===== src/hw/rtl/rws_pkg.sv =====
// rws_pkg: request, response and queue item types for the roulette wheel selector.
// No dependencies; imported by rws_front, rws_back and roulette_wheel_selector.
`default_nettype none

package rws_pkg;

  localparam int FIT_W    = 32;
  localparam int SUM_BITS = 41;
  localparam int IDX_BITS = 9;

  typedef enum logic {
    OP_LOAD  = 1'b0,
    OP_QUERY = 1'b1
  } op_kind_t;

  typedef struct packed {
    logic                cmd;
    logic                new_population;
    logic [FIT_W-1:0]    fitness;
    logic [SUM_BITS-1:0] pick_value;
  } req_t;

  typedef struct packed {
    logic [IDX_BITS-1:0] selected_index;
    logic [SUM_BITS-1:0] total_sum;
    logic                empty_res;
  } rsp_t;

  typedef struct packed {
    op_kind_t            op;
    logic                restart;
    logic [FIT_W-1:0]    fitness;
    logic [SUM_BITS-1:0] pick_value;
  } item_t;

endpackage

`default_nettype wire


===== src/hw/rtl/rws_front.sv =====
// rws_front: accepts requests, decodes them into queue items and buffers them
// in a two-entry queue toward the back end. Depends on rws_pkg.
`default_nettype none

module rws_front import rws_pkg::*; #(
  parameter int FITNESS_BITS = 32
) (
  input  wire logic  clk,
  input  wire logic  rst,
  input  wire logic  req_valid,
  output logic       req_stall,
  input  wire req_t  req,
  output logic       q_valid,
  output item_t      q_item,
  input  wire logic  q_take
);

  localparam logic [FIT_W-1:0] FIT_MASK = (FITNESS_BITS >= FIT_W) ? '1 :
                                          FIT_W'((64'd1 << FITNESS_BITS) - 64'd1);
  localparam logic [1:0] QUEUE_DEPTH = 2'd2;

  item_t      slots [2];
  item_t      dec;
  logic       wr_ptr;
  logic       rd_ptr;
  logic [1:0] fill;
  logic       push;
  logic       pop;

  always_comb begin
    dec.op         = req.cmd ? OP_QUERY : OP_LOAD;
    dec.restart    = req.new_population;
    dec.fitness    = req.fitness & FIT_MASK;
    dec.pick_value = req.pick_value;
  end

  assign req_stall = (fill == QUEUE_DEPTH);
  assign push      = req_valid && !req_stall;
  assign q_valid   = (fill != 2'd0);
  assign pop       = q_valid && q_take;
  assign q_item    = slots[rd_ptr];

  always_ff @(posedge clk) begin
    if (rst) begin
      fill   <= 2'd0;
      wr_ptr <= 1'b0;
      rd_ptr <= 1'b0;
    end else begin
      if (push) wr_ptr <= ~wr_ptr;
      if (pop) rd_ptr <= ~rd_ptr;
      unique case ({push, pop})
        2'b10:   fill <= fill + 2'd1;
        2'b01:   fill <= fill - 2'd1;
        default: fill <= fill;
      endcase
    end
  end

  always_ff @(posedge clk) begin
    if (push) slots[wr_ptr] <= dec;
  end

endmodule

`default_nettype wire


===== config.mk =====
export PLATFORM = sky130hd
export DESIGN_NAME = rws_front
export DESIGN_NICKNAME = d
export VERILOG_FILES = /design/src/hw/rtl/rws_pkg.sv /design/src/hw/rtl/rws_front.sv
export SDC_FILE = /design/constraint.sdc
export NUM_CORES = 1
export LEC_CHECK = 0
export ABC_AREA = 1
export BUFFER_PORTS_ARGS = -buffer_cell sky130_fd_sc_hd__buf_2
export CAP_MARGIN = 20
export CORE_UTILIZATION = 56
export CTS_CLUSTER_SIZE = 14
export DETAILED_ROUTE_END_ITERATION = 10
export MAX_ROUTING_LAYER = met4
export PLACE_DENSITY = 0.82
export SLEW_MARGIN = 20
export SYNTH_ARGS = -nofsm -noshare
export SYNTH_HDL_FRONTEND = slang
export SYNTH_SLANG_ARGS = --single-unit

===== constraint.sdc =====
create_clock -name clk -period 8.4 [get_ports clk]
set_input_delay 1.26 -clock clk [delete_from_list [all_inputs] [get_ports clk]]
set_output_delay 1.26 -clock clk [all_outputs]
set_load 0.02 [all_outputs]

Word-level counts from Yosys, hierarchy flattened
Memories as Yosys holds them, arrays and structs flattened. A register that Yosys moved wholly into a read port is not among the register bits.
Index checks and enable logic that the tools add are counted.
{ "word_totals": {"latchBits": 0, "n_memories": 1, "word_cells": 22, "register_bits": 4, "mem_bits_ro": 0, "mem_bits_rw": 150} }
{ "op_classes": {"muxes": 6, "bitwise": 2, "n_eq_ne": 3, "reduce_logical": 5, "n_lt_le_gt_ge": 0, "mul": 0, "shifts": 0, "addsub": 2, "div_mod_pow": 0} }
{ "mem_list": {"columns": ["name", "depth", "word_bits", "read_ports", "rd_clocked_by_memory_dff", "write_ports", "line", "source"], "rows": [
  ["slots", 2, 75, 1, 1, 1, "rws_front.sv:22", "item_t slots [2];"]
]} }
{ "ops": {"columns": ["cell", "n"], "rows": [
  ["1-bit two-way mux", 5],
  ["2-bit equality test (second input constant)", 2],
  ["2-bit case mux with 2 select lines", 1],
  ["2-bit nonzero test", 2],
  ["2-bit by 1-bit adder with 2-bit output (second input constant)", 1],
  ["2-bit by 1-bit equality test with 1-bit output (second input constant)", 1],
  ["1-bit logical AND", 2],
  ["1-bit NOT", 2],
  ["2-bit by 1-bit subtractor with 2-bit output (second input constant)", 1],
  ["1-bit zero test", 1]
]} }

Longest topological paths before layout
{ "logic_depth": {"depth_word": 5, "depth_mapped": 10} }

Worst setup path before layout
No wires, ideal clock.
{ "synth_timing": {"kind": "input-to-reg", "from": "in req_valid", "to": "mem slots[0][0] (netlist bit), enable pin", "t_arrival_ps": 4642, "n_path_buf": 0, "setup_slack_ps": 3250, "cell_stages": 4, "cell_sequence": "inv_1 > nor2_1 > inv_1 > nor2_1"} }
{ "synth_via": {"elab_chain_cells": 3} }
{ "synth_rtl": {"columns": ["element", "line", "source"], "rows": [
  ["from (decl)", "rws_front.sv:10", "input wire logic req_valid,"],
  ["1-bit logical AND", "rws_front.sv:38", "assign push = req_valid && !req_stall;"],
  ["1-bit two-way mux", "rws_front.sv:60", "if (push) slots[wr_ptr] <= dec;"],
  ["1-bit two-way mux (implied by the code)", "rws_front.sv:60", null],
  ["to (decl)", "rws_front.sv:22", null]
]} }
No other way between the ends.

==> flow_summary.ini <==
[global_route]
grt_use_total = 0.198
grt_max_degree = 55
first_global_vias = 3110
grt_overflow = 0
grt_pass1_wl_um = 15300
antenna_found_initial = 1

[cts]
cts_inserted_buffers = 17
root_buffer = clkbuf_8
numClockSinks = 155
cts-resized-gates = 0
h-tree-depth = 4
clk_pin_slew_ns = 0.06
holdBufCountCts = 0
max-clock-path-buffers = 2
clk_latency_ns = 0.51
post_cts.repair.setup_buffers = 0
cts_tree = built

[final_layout]
final_common_cell = buf_2
stdcell_area_um2 = 7360
drive_gt1_frac = 0.585
syn2layout_area_growth_pct = 25.6
layout.nets = 522
final_cell_mix = 155 x buf_2, 150 x edfxtp_1, 50 x mux2_4

[placement]
port_buffers = 155
dp_hpwl_um = 6390
place_ws_ns = 5.04
placed_area_um2 = 6760
place.gp.congestion = 0.669

[pwr]
p_leak_nw = 2.91
ir_worst_vdd_mv = 0.183
powerDensity_nw_per_um2 = 297

[setup_path]
critPathKind = flop to primary output
critPathMaxStageDelay_ns = 0.72
reg2reg_depth = 5
r2r-start = fill[0]$_SDFFE_PP0P_
timing.rr.end = slots[0][65]$_DFFE_PP_
cp-start-kind = flop
critPathRequiredTime_ns = 7.14
crit_chain = buf_4 -> mux2_2 -> buf_2
cp_num_buf_inv = 2
path_delay_family = buffers and inverters
crit_path_end_kind = primary output
crit_fanout = 39
cp.arrival_ns = 2.50
crit_slowest_cell = dfxtp_4
rrSetupSlack_ns = 6.02

[logic_synthesis]
synth_seq_cells = 155
synth_cells = 273
syn-num-nets = 353
ys_seq_area_frac = 0.786
synthesis.area_um2 = 5860
synth_cell_types = 13
synth_area_per_cell_um2 = 21.5
synthTopCellsByArea = edfxtp_1 77%, mux2_4 13%, mux2_2 4.8%, dfxtp_1 1.7%, buf_6 1.2%
synth_top_area_frac = 0.769
yosysTopAreaCell = edfxtp_1
yosysWarnings = 0

[timing]
rsz0062_at_grt = no
hold_ws_ns = 0.510
max-slew-margin-rel = 0.509
hold_viol_final = 0
fin_ws_ns = 4.64
fmax_mhz = 266
tns_ns = 0
skew_ns = 0.00466
slew_viol_final = 0
finalCritPeriodShare = 0.448
fin_crit_ns = 3.76
setup_viol = 0
worst_slew_pin_slew_ns = 0.736

[route]
avgRoutedWirePerCell_um = 16.8
drt-total-wl_um = 9870
vias = 2992
drc = 0
antenna_left = 0
via_per_inst = 5.08
first_pass_iters = 4
initialDrtViolationCount = 126

[die]
dieArea_um2 = 10900
fp.coreArea_um2 = 9950
io_pins = 156
rows = 36
dieWidth_um = 104
start_util = 0.589
die_y_um = 104

[status]
status = complete, no violations

[hold_path]
min_path_type = flop to flop
min_from = rd_ptr$_SDFFE_PP0P_
hold_depth = 2

[job]
cap_violations = 0
==> layer usage <==
metal | up-vias | part of all wire | GRT usage
met5 | - | 0 | -
met4 | 0 | 0.0095 | 0.0888
met3 | 11 | 0.048 | 0.0470
met2 | 125 | 0.51 | 0.312
met1 | 1463 | 0.43 | 0.245
li1 | 1393 | - | -
==> worst max-delay path by stage <==
| stage | cells past startpoint | startpoint | to | slack, ns |
|---|---|---|---|---|
| 2_1_floorplan | 4 | req_valid | slots[0][0]$_DFFE_PP_ | 3.25 |
| 5_1_grt | 3 | flop | q_item[71] | 4.49 |
| 6_report | 3 | flop | q_item[73] | 4.64 |
| 3_3_place_gp | 6 | req_valid | slots[0][29]$_DFFE_PP_ | 5.09 |
| 3_5_place_dp | 6 | req_valid | slots[0][25]$_DFFE_PP_ | 5.04 |
| 4_1_cts | 3 | flop | q_item[71] | 4.56 |
==> sequential cells by signal (all words and copies together), names as in the netlist, named ones only <==
| signal | flops |
|---|---|
| slots | 150 |
| fill | 2 |
| wr_ptr | 1 |
| rd_ptr | 1 |
==> kinds of logic (layout without fill, tap and decap cells) <==
logic type	Yosys count	after routing	share of synthesized area
adders and majority gates	1	1	0.00213
AOI/OAI and AO/OA	3	3	0.00256
buffers and inverters	18	200	0.0196
muxes	75	75	0.176
and+or+nand+nor	21	21	0.0139
DFF	155	155	0.786
other	0	1	0
==> cells in the mapped netlist, drive strengths merged <==
library cell  instances
mux2                 75
buf                   8
o21ai                 2
ha                    1
nand2                 8
nor2                 12
nand4                 1
inv                  10
edfxtp              150
dfxtp                 5
a21oi                 1
==> power breakdown <==
group	leakage, nW	switching [mW]	internal [mW]
combinational	1.18	0.248	0.192
clock	0.283	0.281	0.479
sequential	1.44	0.0398	0.947
total	2.91	0.569	1.62
==> cell type report <==
type / instances / area, um^2
flip-flops and latches: 155 / 4610
fillers: 611 / 2590
multi-input cells: 100 / 1150
repair buffers: 158 / 798
clock buffers: 19 / 422
clock inverters: 13 / 175
well taps: 133 / 166
inverters: 10 / 38.8
diodes: 1 / 2.50
==> metrics by stage <==
step | power, mW | utilization | cells
2_1_floorplan | 1.32 | - | 273
3_3_place_gp | 1.43 | 0.679 | 556
3_5_place_dp | 1.45 | 0.679 | 556
4_1_cts | 2.20 | 0.739 | 588
5_1_grt | 2.27 | 0.739 | 589
6_report | 2.19 | 0.739 | 589
==> worst reg2reg max path, stage by stage, from the launching register on <==
cell     delay [ns]
dfxtp_1        0.37
nor2_1         0.09
nor2_1         0.16
inv_1          0.11
nor2_4         0.53
buf_4          0.72
Note: power is estimated with default switching activity, not from simulation.
